**src/rtl/bdne_pkg.sv**
```systemverilog
// Package for the button debounce / note event block.
// Holds the item, per-button state and control structs, plus fixed constants.
// No dependencies.
package bdne_pkg;

  // Debounce history patterns that count as a settled level
  localparam logic [7:0] HistForce = 8'h80;
  localparam logic [7:0] HistFull  = 8'hFF;

  // Register index of the MIDI channel register on the configuration port
  localparam logic RegIdxMidiChannel = 1'b0;

  typedef struct packed {
    logic [5:0] button_id;
    logic       sample;
    logic       debounce_on;
    logic [6:0] note_number;
    logic       latching_mode;
    logic       program_change;
    logic       led_local;
  } bdne_item_t;

  typedef struct packed {
    logic [7:0] hist;
    logic       pressed;
    logic       last;
  } bdne_state_t;

  localparam int unsigned StateW = $bits(bdne_state_t);

  typedef struct packed {
    logic emit;
    logic note_on;
  } bdne_ctl_t;

endpackage

```
**src/rtl/bdne_ram.sv**
```systemverilog
// Generic single-write, single-read RAM with registered read data.
// No package dependencies.
module bdne_ram #(
  parameter int unsigned Width = 10,
  parameter int unsigned Depth = 64,
  localparam int unsigned AddrW = (Depth > 1) ? $clog2(Depth) : 1
) (
  input  logic             clk_i,
  input  logic             we_i,
  input  logic [AddrW-1:0] waddr_i,
  input  logic [Width-1:0] wdata_i,
  input  logic             re_i,
  input  logic [AddrW-1:0] raddr_i,
  output logic [Width-1:0] rdata_o
);

  logic [Width-1:0] mem_q [Depth];
  logic [Width-1:0] rdata_q;

  always_ff @(posedge clk_i) begin
    if (we_i) begin
      mem_q[waddr_i] <= wdata_i;
    end
    if (re_i) begin
      rdata_q <= mem_q[raddr_i];
    end
  end

  assign rdata_o = rdata_q;

endmodule

```
**src/rtl/bdne_eval.sv**
```systemverilog
// Per-sample debounce and note event decision for one button.
// Depends on bdne_pkg for the item, state and control types.
module bdne_eval import bdne_pkg::*; (
  input  bdne_item_t  item_i,
  input  bdne_state_t state_i,
  output bdne_state_t state_o,
  output bdne_ctl_t   ctl_o
);

  logic [7:0] hist_new;
  logic       settled;
  logic       momentary;

  // shift left, OR in the sample, force the top bit
  assign hist_new  = {1'b1, state_i.hist[5:0], item_i.sample};
  assign settled   = !item_i.debounce_on || (hist_new == HistForce) || (hist_new == HistFull);
  assign momentary = item_i.program_change || !item_i.latching_mode;

  always_comb begin
    state_o       = state_i;
    ctl_o.emit    = 1'b0;
    ctl_o.note_on = 1'b0;
    if (item_i.debounce_on) begin
      state_o.hist = hist_new;
    end
    if (settled) begin
      state_o.last = item_i.sample;
      if (momentary) begin
        if (item_i.sample && !state_i.pressed) begin
          state_o.pressed = 1'b1;
          ctl_o.emit      = 1'b1;
          ctl_o.note_on   = 1'b1;
        end else if (!item_i.sample && state_i.pressed) begin
          // program change: drop the release message
          state_o.pressed = 1'b0;
          ctl_o.emit      = !item_i.program_change;
        end
      end else if (item_i.sample && !state_i.last) begin
        state_o.pressed = !state_i.pressed;
        ctl_o.emit      = 1'b1;
        ctl_o.note_on   = !state_i.pressed;
      end
    end
  end

endmodule

```
**src/rtl/button_debounce_note_events.sv**
```systemverilog
// Top level of the button debounce and note event block.
// Depends on bdne_pkg, bdne_ram (per-button state store) and bdne_eval (decision logic).
//
//  channel  | handshake                 | payload
//  ---------+---------------------------+--------------------------------------------
//  input    | in_valid_i / in_stall_o   | button_id_i .. led_local_i (one sample)
//  output   | out_valid_o / out_stall_i | event_button_o .. led_update_o (one event)
//  config   | APB psel/penable/pready   | paddr 0: midi_channel[3:0]
//
// One transaction per cycle sustained unless a blocked event stalls the input; after acceptance,
// a sample's RAM read runs alongside the input register, then its decision goes into the output register.
// The per-button state RAM has one write and one read port; the last write is
// forwarded so back-to-back samples for the same button see fresh state.
// Reset clears the channel register and a valid bit per button; an unwritten
// entry reads as zero, so no clearing pass is needed.
// A stalled output holds its event; the input stalls only when a waiting sample
// has an event to pass and the output register cannot take it.
module button_debounce_note_events import bdne_pkg::*; #(
  parameter int unsigned NUM_BUTTONS = 64
) (
  input  logic        clk_i,
  input  logic        rst_ni,
  // input transactions
  input  logic        in_valid_i,
  output logic        in_stall_o,
  input  logic [5:0]  button_id_i,
  input  logic        sample_i,
  input  logic        debounce_on_i,
  input  logic [6:0]  note_number_i,
  input  logic        latching_mode_i,
  input  logic        program_change_i,
  input  logic        led_local_i,
  // output transactions
  output logic        out_valid_o,
  input  logic        out_stall_i,
  output logic [5:0]  event_button_o,
  output logic [6:0]  event_note_o,
  output logic        note_on_o,
  output logic [3:0]  event_channel_o,
  output logic        led_update_o,
  // configuration
  input  logic        psel,
  input  logic        penable,
  input  logic        pwrite,
  input  logic [2:0]  paddr,
  input  logic [31:0] pwdata,
  output logic [31:0] prdata,
  output logic        pready
);

  localparam int unsigned IdxW = (NUM_BUTTONS > 1) ? $clog2(NUM_BUTTONS) : 1;

  // ---------------------------------------------------------------- config
  logic [3:0] midi_channel_q;
  logic       cfg_wr;

  assign pready = 1'b1;
  assign cfg_wr = psel && penable && pwrite && (paddr[2] == RegIdxMidiChannel);
  assign prdata = (paddr[2] == RegIdxMidiChannel) ? {28'd0, midi_channel_q} : 32'd0;

  always_ff @(posedge clk_i or negedge rst_ni) begin
    if (!rst_ni) begin
      midi_channel_q <= 4'd0;
    end else if (cfg_wr) begin
      midi_channel_q <= pwdata[3:0];
    end
  end

  // ---------------------------------------------------------------- stage 1
  bdne_item_t             in_item;
  bdne_item_t             s1_q;
  logic                   s1_valid_q;
  logic                   in_acc;
  logic                   s1_adv;
  logic                   s1_in_range;
  logic                   s1_emit;
  logic [IdxW-1:0]        in_idx;
  logic [IdxW-1:0]        s1_idx;
  logic [StateW-1:0]      ram_rdata;
  bdne_state_t            state_cur;
  bdne_state_t            state_new;
  bdne_ctl_t              ctl;
  logic                   wr_en;
  logic [NUM_BUTTONS-1:0] entry_valid_q;
  logic                   fwd_valid_q;
  logic [IdxW-1:0]        fwd_addr_q;
  bdne_state_t            fwd_data_q;
  logic                   fwd_hit;

  assign in_item = '{
    button_id:      button_id_i,
    sample:         sample_i,
    debounce_on:    debounce_on_i,
    note_number:    note_number_i,
    latching_mode:  latching_mode_i,
    program_change: program_change_i,
    led_local:      led_local_i
  };

  assign in_idx      = IdxW'(button_id_i);
  assign s1_idx      = IdxW'(s1_q.button_id);
  assign s1_in_range = {3'b000, s1_q.button_id} < 9'(NUM_BUTTONS);

  // Pick the freshest copy: last write, else RAM if ever written, else reset value
  assign fwd_hit = fwd_valid_q && (fwd_addr_q == s1_idx);
  always_comb begin
    priority if (fwd_hit) begin
      state_cur = fwd_data_q;
    end else if (entry_valid_q[s1_idx]) begin
      state_cur = bdne_state_t'(ram_rdata);
    end else begin
      state_cur = '0;
    end
  end

  bdne_eval u_eval (
    .item_i  (s1_q),
    .state_i (state_cur),
    .state_o (state_new),
    .ctl_o   (ctl)
  );

  assign s1_emit    = s1_valid_q && s1_in_range && ctl.emit;
  assign s1_adv     = s1_valid_q && (!s1_emit || !out_valid_o || !out_stall_i);
  assign in_stall_o = s1_valid_q && !s1_adv;
  assign in_acc     = in_valid_i && !in_stall_o;
  // out-of-range buttons touch no state
  assign wr_en      = s1_adv && s1_in_range;

  bdne_ram #(
    .Width (StateW),
    .Depth (NUM_BUTTONS)
  ) u_state_ram (
    .clk_i   (clk_i),
    .we_i    (wr_en),
    .waddr_i (s1_idx),
    .wdata_i (state_new),
    .re_i    (in_acc),
    .raddr_i (in_idx),
    .rdata_o (ram_rdata)
  );

  always_ff @(posedge clk_i or negedge rst_ni) begin
    if (!rst_ni) begin
      s1_valid_q    <= 1'b0;
      entry_valid_q <= '0;
      fwd_valid_q   <= 1'b0;
    end else begin
      if (in_acc) begin
        s1_valid_q <= 1'b1;
      end else if (s1_adv) begin
        s1_valid_q <= 1'b0;
      end
      if (wr_en) begin
        entry_valid_q[s1_idx] <= 1'b1;
        fwd_valid_q           <= 1'b1;
      end
    end
  end

  always_ff @(posedge clk_i) begin
    if (in_acc) begin
      s1_q <= in_item;
    end
    if (wr_en) begin
      fwd_addr_q <= s1_idx;
      fwd_data_q <= state_new;
    end
  end

  // ---------------------------------------------------------------- output
  logic       out_valid_q;
  logic       out_load;
  logic [5:0] ev_button_q;
  logic [6:0] ev_note_q;
  logic       ev_on_q;
  logic [3:0] ev_channel_q;
  logic       ev_led_q;

  assign out_load = s1_adv && s1_emit;

  always_ff @(posedge clk_i or negedge rst_ni) begin
    if (!rst_ni) begin
      out_valid_q <= 1'b0;
    end else begin
      out_valid_q <= out_load || (out_valid_q && out_stall_i);
    end
  end

  always_ff @(posedge clk_i) begin
    if (out_load) begin
      ev_button_q  <= s1_q.button_id;
      ev_note_q    <= s1_q.note_number;
      ev_on_q      <= ctl.note_on;
      ev_channel_q <= midi_channel_q;
      ev_led_q     <= s1_q.led_local;
    end
  end

  assign out_valid_o     = out_valid_q;
  assign event_button_o  = ev_button_q;
  assign event_note_o    = ev_note_q;
  assign note_on_o       = ev_on_q;
  assign event_channel_o = ev_channel_q;
  assign led_update_o    = ev_led_q;

  // ---------------------------------------------------------------- checks
  a_stall_needs_item: assert property (@(posedge clk_i) disable iff (!rst_ni)
    in_stall_o |-> (s1_valid_q && s1_emit && out_valid_o))
    else $error("input stalled without a blocked event");

  a_write_in_range: assert property (@(posedge clk_i) disable iff (!rst_ni)
    wr_en |-> (s1_valid_q && s1_in_range))
    else $error("state write for an invalid or out-of-range item");

  a_fwd_tracks_write: assert property (@(posedge clk_i) disable iff (!rst_ni)
    wr_en |=> (fwd_valid_q && (fwd_addr_q == $past(s1_idx))))
    else $error("forwarding register lost the last write");

  a_event_loaded: assert property (@(posedge clk_i) disable iff (!rst_ni)
    out_load |=> out_valid_o)
    else $error("event dropped on its way to the output register");

  a_pc_no_release: assert property (@(posedge clk_i) disable iff (!rst_ni)
    (out_load && s1_q.program_change) |-> ctl.note_on)
    else $error("program-change button sent a release event");

endmodule

```
**config.mk**
```make
export PLATFORM = sky130hd
export DESIGN_NAME = button_debounce_note_events
export DESIGN_NICKNAME = d
export VERILOG_FILES = /design/src/rtl/bdne_pkg.sv /design/src/rtl/bdne_ram.sv /design/src/rtl/bdne_eval.sv /design/src/rtl/button_debounce_note_events.sv
export SDC_FILE = /design/constraint.sdc
export NUM_CORES = 1
export LEC_CHECK = 0
export BUFFER_PORTS_ARGS = -buffer_cell sky130_fd_sc_hd__buf_2
export CELL_PAD_IN_SITES_DETAIL_PLACEMENT = 0
export CELL_PAD_IN_SITES_GLOBAL_PLACEMENT = 1
export CORE_MARGIN = 4
export CORE_UTILIZATION = 35
export CTS_CLUSTER_SIZE = 28
export DETAILED_ROUTE_END_ITERATION = 8
export PLACE_DENSITY_LB_ADDON = 0.1
export RECOVER_POWER = 50
export SLEW_MARGIN = 10
export SYNTH_ARGS = -nofsm -noshare
export SYNTH_HDL_FRONTEND = slang
export SYNTH_SLANG_ARGS = --single-unit
```
**constraint.sdc**
```tcl
create_clock -name clk_i -period 17.5 [get_ports clk_i]
set_clock_uncertainty 0.05 [all_clocks]
set_input_delay 0.875 -clock clk_i [delete_from_list [all_inputs] [get_ports clk_i]]
set_output_delay 0.875 -clock clk_i [all_outputs]
set_load 0.02 [all_outputs]
```
==> results of run 1 <==
==> layer usage <==
layer / global-route usage (%) / vias up / share of wire [%]
li1: - / 5561 / -
met2: 26.1 / 299 / 46
met3: 3.22 / 102 / 4.5
met4: 4.44 / 0 / 2.5
met1: 25.2 / 6977 / 47
met5: 0 / - / 0
==> cells by family after synthesis <==
group                      after synthesis  share of synthesized area [%]
DFF                                    642                           73.3
other                                    2                         0.0291
xor gates and xnor gates                 6                          0.204
AOI/OAI and AO/OA                      122                           3.72
buffers and inverters                  128                           2.66
muxes                                  184                           15.5
adders and majority gates                1                         0.0485
and+or+nand+nor                        218                           4.53
==> cell type report <==
type	count	area (um^2)
Sequential cell	642	18900
Clock inverter	23	165
Timing Repair Buffer	152	922
Tap cell	959	1200
Clock buffer	101	2030
Fill cell	6580	43400
Inverter	5	18.8
Multi-Input combinational cell	560	6320
==> worst max-delay path by stage <==
stage	startpoint	endpoint	slack (ps)	cells after the start
floorplan	s1_idx[0]$_DFFE_PP_	fwd_data_q[4]$_DFFE_PN_	11530	12
finish	s1_idx[2]$_DFFE_PP_	u_state_ram.mem_q[59][0]$_DFFE_PP_	8320	10
detailed placement	s1_idx[0]$_DFFE_PP_	in_stall_o	11510	12
global placement	s1_idx[0]$_DFFE_PP_	u_state_ram.mem_q[23][1]$_DFFE_PP_	11430	13
global route	s1_idx[2]$_DFFE_PP_	u_state_ram.mem_q[57][0]$_DFFE_PP_	7400	10
CTS	s1_idx[0]$_DFFE_PP_	in_stall_o	10850	12
==> cells in the mapped netlist (all sizes together) (8+ instances only) <==
cell    instances  area [um^2]
a211oi          9         67.6
nor3           69          345
nand3b         17          128
nor2b          15         93.8
a21o           40          300
nand2          13         48.8
clkbuf         53          199
nand3          15         75.1
buf            70          469
dfrtp          71         1780
a41o           12          120
mux2i           8         83.8
edfxtp        571        17100
mux4          171         3850
a31o           13          114
nor2           51          191
a21oi           8         40.0
==> per-stage QoR <==
step           worst slack, ps  cell area [um^2]
5_1_grt                   7400             29600
4_1_cts                  10850             29800
3_3_place_gp             11430             27600
3_5_place_dp             11510             27600
6_report                  8320             29600
2_1_floorplan            11530             25900
==> flip-flops by register name (all words and copies together) (netlist names), 4 cells and up <==
signal,flops
fwd_data_q,8
u_state_ram.rdata_o,8
u_state_ram.mem_q,512
s1_idx,6
midi_channel_q,4
fwd_addr_q,6
event_note_o,7
event_button_o,6
event_channel_o,4
s1_q,12
entry_valid_q,64
==> power by group through the flow <==
stage | registers (mW) | logic [mW] | clock network [mW]
6_report | 1.82 | 0.308 | 1.43
5_1_grt | 1.83 | 0.337 | 1.53
4_1_cts | 1.82 | 0.326 | 1.47
3_5_place_dp | 1.85 | 0.326 | 0
3_3_place_gp | 1.85 | 0.320 | 0
2_1_floorplan | 1.85 | 0.195 | 0
==> reports/results.ini, run 1 <==
[floorplan]
floorplan.initialDensity_pct=35.4
die_height_um=280
die_area_mm2=0.0781
core.rowCount=99
fp.dieW_um=280
io_pins=114
area_inside_the_core_boundary_mm2=0.0730

[detailed_routing]
detailedRoute.firstPassIterationCount=5
antenna_violating_nets_post_route=0
first_iter_violations=1001
via_per_inst=5.30
totalWireLength_um=66400
num_vias=12939
drt_drc_violations_left=0
wl_per_cell_um=27.2

[setup_path]
worst-r2r-setup-slack_ps=8320
timing.critical_path.required_ps=17790
critPathKind=reg -> reg
worstSetupEndpointType=flip-flop
worst_path_most_repeated_cell=sky130_fd_sc_hd__o21ai_0
rr_endpoint=u_state_ram.mem_q[59][0]$_DFFE_PP_
timing.critical_path.cells=clkbuf_1 -> clkinv_1 -> o211a_1 -> o21ai_0 -> nand4_1 -> nor4_1 -> and2b_1 -> mux2i_1 -> o21ai_0 -> buf_4
cp.buffers_inverters=3
critical_path_peak_fanout=36
timing.critical_path.slowest_stage_cell=sky130_fd_sc_hd__o21ai_0
cp_slowest_stage_delay_ps=2900
crit_path_start_kind=flip-flop
worst_ep_arrival_time_ps=9480
critical_path.top_delay_family=compound AO/OA/AOI/OAI gates
regToRegStartpoint=s1_idx[2]$_DFFE_PP_
r2r_cells=10

[clock_network]
clk_pin_slew_worst_paths_ps=60
post_cts_resize_count=0
clock-sinks=642
cts_buffer_depth=3
cts_buffers=73
post-cts-setup-buffers=0
htree_num_levels=3
cts_hold_buf=0
clock_tree_from_tritoncts=done
cts-root-buf=sky130_fd_sc_hd__clkbuf_16
worst_skew_pair_later_pin_latency_ps=600

[final_layout]
final_common_cell=sky130_fd_sc_hd__edfxtp_1
drive_gt1_share_pct=27.1
nNetsFinal=1495
antenna-diode-count=0
most-common-layout-cells=571 x sky130_fd_sc_hd__edfxtp_1, 171 x sky130_fd_sc_hd__mux4_2, 83 x sky130_fd_sc_hd__buf_4
layout_area_growth_over_synthesis_pct=14.6
final_core_utilization_pct=40.5
finish.cell_count_without_fillers=2442

[pwr]
clock_share_of_power_pct=40.1
total_power_per_unit_cell_area_mw_per_mm2=120
switching_share_pct=23.3
power.sequential.fraction_pct=51.2
cell_internal_pwr_mw=2.73
total_power_mw=3.56
comb_power_share_pct=8.7
total_switching_power_mw=0.827
total_leakage_power_nw=9.97
ir_drop_mv=0.0637

[place]
post-dp-hpwl_um=40400
gp_routability_congestion=0.726
placement.io_buffers=54
post-place-cells=2318

[yosys]
asyncSetResetFlopFracSynth_pct=11.1
post_synth_num_cell_types=61
ys.flop_type=sky130_fd_sc_hd__edfxtp_1
syn_area_mm2=0.0258
synth-seq-area-share_pct=73.3
syn_inst=1303
ys_seq_elements=642
synth_enable_flop_cells=571
yosysWarnings=0
synth_area_per_cell_um2=19.8

[timing]
report.final.hold_viol_count=0
layout_worst_path_cycle_share_pct=52.5
post_route_hold_slack_ps=365
setup_repair_after_global_routing_missed_its_margin=no
min_period_ps=9180
slew_violations=864
max_clock_freq_mhz=109
setup_tns_ps=0
slew_worst_pin_ps=4090
setup_violations=0
max-slew-margin-rel_pct=-172

[global_route]
grt_start_max_net_pins=72
number_of_global_route_vias_before_repair=13377
number_of_antenna_violations_at_the_first_check_in_global_routing=0
gr-total-overflow=0
grtUsageTotal_pct=17.0
grt_pass1_wl_um=96700

[min_path]
whs_path_depth=0
worst_hold_startpoint=s1_q[4]$_DFFE_PP_
timing.hold.worst.class=reg -> reg
min_delay_worst_endpoint=event_note_o[1]$_DFFE_PP_

[status]
status=finished, violations left
failed_checks=capacitance limit, slew limit

[job]
max-cap-violations=21

Note: power is estimated with default switching activity, not from simulation.
==> run 2: changes to the inputs <==
clock period = 8 ns   (was 17.5 ns; I/O delays follow)
==> run 2 against run 1 <==
Critical path depth rose by 2. Setup slack got worse by 6900 ps. The flow still finishes with violations (capacitance limit, slew limit). Power rose by 120%. Final cell count rose by 0.94%. Routed wire length barely moved. Register-to-register slack got worse by 6900 ps. Critical path type is now reg -> out. First-iteration DRC count fell by 3.5%.
==> reports/results.ini, run 2 (same netlist as run 1, synthesis figures left out) <==
[place]
placement.io_buffers=54
pre_cts_ws_ps=2240
gp_routability_congestion=0.717
post-dp-hpwl_um=39900
placedInstanceArea_mm2=0.0276

[detailed_routing]
first_iter_violations=966
antenna_violating_nets_post_route=0
via_per_inst=5.29
drt_drc_violations_left=0
wl_per_cell_um=26.9
totalWireLength_um=66400
num_vias=13028
detailedRoute.firstPassIterationCount=5

[pwr]
total_power_per_unit_cell_area_mw_per_mm2=265
ir_drop_mv=0.118
total_leakage_power_nw=10.1

[clock_network]
worst_skew_pair_later_pin_latency_ps=610
cts_buffers=72
clk_pin_slew_worst_paths_ps=60
post_cts_resize_count=0
htree_num_levels=3
clock_tree_from_tritoncts=done
clock-sinks=642
post-cts-setup-buffers=0
cts-root-buf=sky130_fd_sc_hd__clkbuf_16
cts_buffer_depth=3

[setup_path]
timing.critical_path.required_ps=7550
critical_path_peak_fanout=39
critPathKind=reg -> out
worst-r2r-setup-slack_ps=1410
worstSetupEndpointType=primary output
crit_path_start_kind=flip-flop
worst_ep_arrival_time_ps=6170
critical_path.endpoint=in_stall_o
r2r_cells=9
regToRegStartpoint=s1_idx[1]$_DFFE_PP_
setup.worst_path.start=s1_idx[1]$_DFFE_PP_
rr_endpoint=u_state_ram.mem_q[41][6]$_DFFE_PP_

[timing]
setup_repair_after_global_routing_missed_its_margin=no
max-slew-margin-rel_pct=-177
layout_worst_path_cycle_share_pct=82.7
report.final.hold_viol_count=0
setup_tns_ps=0
min_period_ps=6620
post-route-worst-setup-slack_ps=1380
slew_worst_pin_ps=4150
max_clock_freq_mhz=151
slew_violations=600
setup_violations=0

[final_layout]
seq_area_mm2=0.0189
fin_area_mm2=0.0299
antenna-diode-count=0
most-common-layout-cells=571 x sky130_fd_sc_hd__edfxtp_1, 171 x sky130_fd_sc_hd__mux4_2, 82 x sky130_fd_sc_hd__buf_4
layout_area_growth_over_synthesis_pct=16.0
drive_gt1_share_pct=27.8
filler_cell_count=6564
final_common_cell=sky130_fd_sc_hd__edfxtp_1
max_flop_register=u_state_ram.mem_q
largest_register_ffs=512
nNetsFinal=1512
final_core_utilization_pct=41.0
largestRegisters=u_state_ram.mem_q (512), entry_valid_q (64), s1_q (12)
multi_input_area_mm2=0.00633

[global_route]
grtUsageTotal_pct=17.0
grt_pass1_wl_um=96800
gr-total-overflow=0
number_of_antenna_violations_at_the_first_check_in_global_routing=2
grt_start_max_net_pins=82
number_of_global_route_vias_before_repair=13383

[floorplan]
fp.dieW_um=280
floorplan.initialDensity_pct=35.4
core.rowCount=99
area_inside_the_core_boundary_mm2=0.0730
die_height_um=280
die_area_mm2=0.0781
io_pins=114

[status]
failed_checks=capacitance limit, slew limit
status=finished, violations left

[job]
max-cap-violations=14

[min_path]
timing.hold.worst.class=in -> reg

[run 2: cell count changes in the layout (fill, tap and decap cells not counted), sizes merged]
cell / delta
buf: +1
bufinv: +5
clkbuf: -10
clkinv: +6
dlygate4sd3: +19
inv: +2
[run 2: worst min path at each step]
stage	to	cells after the start	slack [ps]	from
after floorplan	entry_valid_q[0]$_DFFE_PN0N_	0	50	rst_ni
after global placement	event_note_o[6]$_DFFE_PP_	0	350	s1_q[9]$_DFFE_PP_
after CTS	s1_idx[5]$_DFFE_PP_	1	110	button_id_i[5]
final	midi_channel_q[2]$_DFFE_PN0P_	3	240	penable
after global routing	midi_channel_q[2]$_DFFE_PN0P_	3	240	penable
after detailed placement	event_note_o[6]$_DFFE_PP_	0	360	s1_q[9]$_DFFE_PP_
[run 2: what timing repair did]
action,4_1_cts,5_1_grt
hold endpoints to repair,89,0
setup endpoints to repair,0,0
hold buffers,19,0
[run 2: report_power, final]
| part | switching (mW) | total (mW) | internal (mW) |
|---|---|---|---|
| combinational | 0.440 | 0.680 | 0.240 |
| sequential | 0.0749 | 3.98 | 3.91 |
| clock | 1.32 | 3.28 | 1.96 |
| total | 1.83 | 7.94 | 6.11 |
[run 2: critical path, cell delays in order, from the launching register on]
cell	delay (ps)
sky130_fd_sc_hd__edfxtp_1	550
sky130_fd_sc_hd__clkbuf_1	860
sky130_fd_sc_hd__nor2_1	460
sky130_fd_sc_hd__a221oi_1	340
sky130_fd_sc_hd__or3_1	160
sky130_fd_sc_hd__nand4_1	140
sky130_fd_sc_hd__nor4_4	510
sky130_fd_sc_hd__and2b_2	310
sky130_fd_sc_hd__mux2i_1	280
sky130_fd_sc_hd__or3_2	600
sky130_fd_sc_hd__inv_2	480
sky130_fd_sc_hd__buf_4	520
sky130_fd_sc_hd__buf_2	290
[run 2: final cells by class]
type / count / share of cell area, %
Clock buffer: 93 / 6.57
Clock inverter: 36 / 1.19
Inverter: 5 / 0.0627
Multi-Input combinational cell: 560 / 21.2
Sequential cell: 642 / 63.2
Tap cell: 959 / 4.01
Timing Repair Buffer: 170 / 3.76
[run 2: through the flow]
step                      instances  power (mW)  hold WS (ps)
final                          2465        7.94           242
after global routing           2465        8.26           239
after CTS                      2464        8.06           113
after detailed placement       2316        4.75           356
after global placement         2315        4.73           351
after floorplan                1330        4.47          54.4
[run 2: layer usage]
metal	up-vias	GRT usage, %	part of all wire, %
li1	5599	-	-
met1	7024	24.9	46
met2	298	26.6	47
met3	107	2.96	4.3
met4	0	4.38	2.3
met5	-	0	0
==> run 3: changes to the inputs <==
ABC_AREA = 1   (was not set)
clock period = 5.6 ns   (was 8 ns; I/O delays follow)
==> run 3 against run 2 <==
The flow still finishes with violations (capacitance limit, slew limit). Clock-buffer cell count stayed put. Sequential share of layout area is 0.81 points lower. Worst hold slack worse by 150 ps. Setup slack worse by 840 ps. Design area is 1.3% higher. Combinational power is 28% higher. Global-route usage is 1.8 points higher. Routed wire length is 15% higher. Flip-flop and latch count stayed put. Register-to-register slack worse by 760 ps. Critical endpoint is now u_state_ram.rdata_o[0]$_DFFE_PP_. Highest routed layer unchanged.
==> reports/results.ini, run 3 <==
[status]
status=finished, violations left
failed_checks=capacitance limit, slew limit

[final_layout]
finish.cell_count_without_fillers=3381
layout_area_growth_over_synthesis_pct=14.3
largest_register_ffs=512
final_common_cell=sky130_fd_sc_hd__edfxtp_1
filler_cell_count=7200
most-common-layout-cells=571 x sky130_fd_sc_hd__edfxtp_1, 425 x sky130_fd_sc_hd__nor2_1, 325 x sky130_fd_sc_hd__o21ai_0
antenna-diode-count=0
max_flop_register=u_state_ram.mem_q
largestRegisters=u_state_ram.mem_q (512), entry_valid_q (64), s1_q (12)
drive_gt1_share_pct=8.00
nNetsFinal=2417

[timing]
layout_worst_path_cycle_share_pct=90.4
max-slew-margin-rel_pct=-70.4
slew_violations=383
setup_violations=0
slew_worst_pin_ps=2530
max_clock_freq_mhz=198
report.final.hold_viol_count=0
setup_repair_after_global_routing_missed_its_margin=no
setup_tns_ps=0
min_period_ps=5060

[clock_network]
post-cts-setup-buffers=0
htree_num_levels=3
worst_skew_pair_later_pin_latency_ps=610
clk_pin_slew_worst_paths_ps=60
clock-sinks=642
clock_tree_from_tritoncts=done
cts_buffers=72
cts-root-buf=sky130_fd_sc_hd__clkbuf_16
cts_buffer_depth=3

[floorplan]
area_inside_the_core_boundary_mm2=0.0748
core.rowCount=100
die_area_mm2=0.0802
io_pins=114
fp.dieW_um=283
floorplan.initialDensity_pct=35.4
die_height_um=283

[yosys]
synth_area_per_cell_um2=11.6
yosysWarnings=0
synth_enable_flop_cells=571
asyncSetResetFlopFracSynth_pct=11.1
synth_commonest_cells=571 x sky130_fd_sc_hd__edfxtp_1, 426 x sky130_fd_sc_hd__nor2_1, 328 x sky130_fd_sc_hd__o21ai_0
synth-seq-area-share_pct=71.4
syn_inst=2286
synth_most_common_cell=sky130_fd_sc_hd__edfxtp_1
syn_area_mm2=0.0265
largest_area_contributor_in_the_netlist=sky130_fd_sc_hd__edfxtp_1
post_synth_num_cell_types=34
ys.flop_type=sky130_fd_sc_hd__edfxtp_1
ys_top_cells_by_area=sky130_fd_sc_hd__edfxtp_1 65%, sky130_fd_sc_hd__dfrtp_1 6.7%, sky130_fd_sc_hd__o21ai_0 6.2%
yosys.area.top_type_share_pct=64.7
ys_seq_elements=642

[global_route]
met1_usage_pct=26.1
globalRouteMet3Util_pct=2.68
grtUsageTotal_pct=18.8
gr-total-overflow=0
grt_start_max_net_pins=86
grt_pass1_wl_um=113000
number_of_antenna_violations_at_the_first_check_in_global_routing=0
grt_most_used_layer=met2
number_of_global_route_vias_before_repair=16950
grt.met2_usage_pct=31.0

[place]
gp_routability_congestion=0.823
post-dp-hpwl_um=46700
placement.io_buffers=54
post-place-cells=3232

[detailed_routing]
wl_per_cell_um=22.6
first_iter_violations=1183
via_per_inst=5.07
antenna_violating_nets_post_route=0
drt_drc_violations_left=0
num_vias=17133
detailedRoute.firstPassIterationCount=5
totalWireLength_um=76500

[setup_path]
worstSetupEndpointType=flip-flop
crit_path_start_kind=input port
critPathKind=in -> reg
timing.critical_path.required_ps=5870
worst_ep_arrival_time_ps=5340
critical_path_peak_fanout=44

[pwr]
ir_drop_mv=0.232
total_power_per_unit_cell_area_mw_per_mm2=368
total_power_mw=11.1
total_leakage_power_nw=11.2

[min_path]
timing.hold.worst.class=in -> reg

[job]
max-cap-violations=11

[run 3: cell types whose count changed in the layout (fill, tap and decap cells not counted), moves of 57 or more]
cell and change:
sky130_fd_sc_hd__inv_1 +177, sky130_fd_sc_hd__mux4_2 -171, sky130_fd_sc_hd__nand2_1 +228, sky130_fd_sc_hd__nand3_1 +70, sky130_fd_sc_hd__nor2_1 +374, sky130_fd_sc_hd__nor3_1 -57
sky130_fd_sc_hd__o21ai_0 +323, sky130_fd_sc_hd__o22ai_1 +135
[run 3: final timing paths]
kind                       slack (ps)           startpoint  cells after the start                                end
max in group asynchronous        3130               rst_ni                      3       entry_valid_q[2]$_DFFE_PN0N_
max reg2reg                       650  s1_idx[0]$_DFFE_PP_                     14  u_state_ram.mem_q[2][7]$_DFFE_PP_
max                               540       button_id_i[1]                      9   u_state_ram.rdata_o[0]$_DFFE_PP_
min in group asynchronous         160               rst_ni                      2      midi_channel_q[0]$_DFFE_PN0P_
min reg2reg                       370    s1_q[3]$_DFFE_PP_                      0          event_note_o[0]$_DFFE_PP_
min                                90               pwrite                      3      midi_channel_q[1]$_DFFE_PN0P_
[run 3: logic make-up after synthesis]
group	Yosys count	synth area share, %
AND/OR/NAND/NOR	767	11.8
flip-flops	642	71.4
AO/OA/AOI/OAI	524	11.1
buffers and inverters	348	5.60
XOR/XNOR	2	0.0661
other	2	0.0283
adder cells (fa/ha/maj)	1	0.0472
[run 3: per-layer routing]
layer | vias up | share of wire (%)
met1 | 8564 | 46
met3 | 101 | 3.6
met2 | 341 | 48
li1 | 8127 | -
met4 | 0 | 2.3
met5 | - | 0
[run 3: final cells by class]
cell class              instances  area, um^2  area share [%]
repair buffers                132         908            3.00
flip-flops and latches        642       18900            62.4
multi-input cells            1323        6150            20.3
well taps                     969        1210            4.00
clock buffers                  93        1990            6.58
clock inverters                37         417            1.37
inverters                     185         701            2.31
[run 3: repair_timing]
action                                 4_1_cts  5_1_grt
resized for setup                            0        0
hold buffers                                19        0
endpoints found under the hold margin       27        0
[run 3: power by group]
group	switching [mW]	total (mW)	internal [mW]
clock	1.90	4.83	2.93
combinational	0.681	0.871	0.190
sequential	0.0277	5.45	5.42
total	2.61	11.1	8.54
[run 3: metrics by stage]
| stage | worst slack [ps] | cell area (um^2) | hold WS (ps) | utilization, % |
|---|---|---|---|---|
| 4_1_cts | 924 | 30600 | 11.1 | 40.9 |
| 3_3_place_gp | 1020 | 28000 | 67.7 | 37.4 |
| 5_1_grt | 329 | 30300 | 96.9 | 40.5 |
| 6_report | 537 | 30300 | 88.0 | 40.5 |
| 3_5_place_dp | 998 | 28000 | 67.8 | 37.4 |
| 2_1_floorplan | 354 | 26600 | -65.6 | - |
[run 3: worst max-delay path: stages]
cell	delay, ps
sky130_fd_sc_hd__clkbuf_1	1360
sky130_fd_sc_hd__inv_1	1530
sky130_fd_sc_hd__buf_4	640
sky130_fd_sc_hd__o21ai_0	130
sky130_fd_sc_hd__o22ai_1	80
sky130_fd_sc_hd__o21ai_0	310
sky130_fd_sc_hd__o32ai_1	250
sky130_fd_sc_hd__o21ai_0	570
sky130_fd_sc_hd__o21ai_0	150
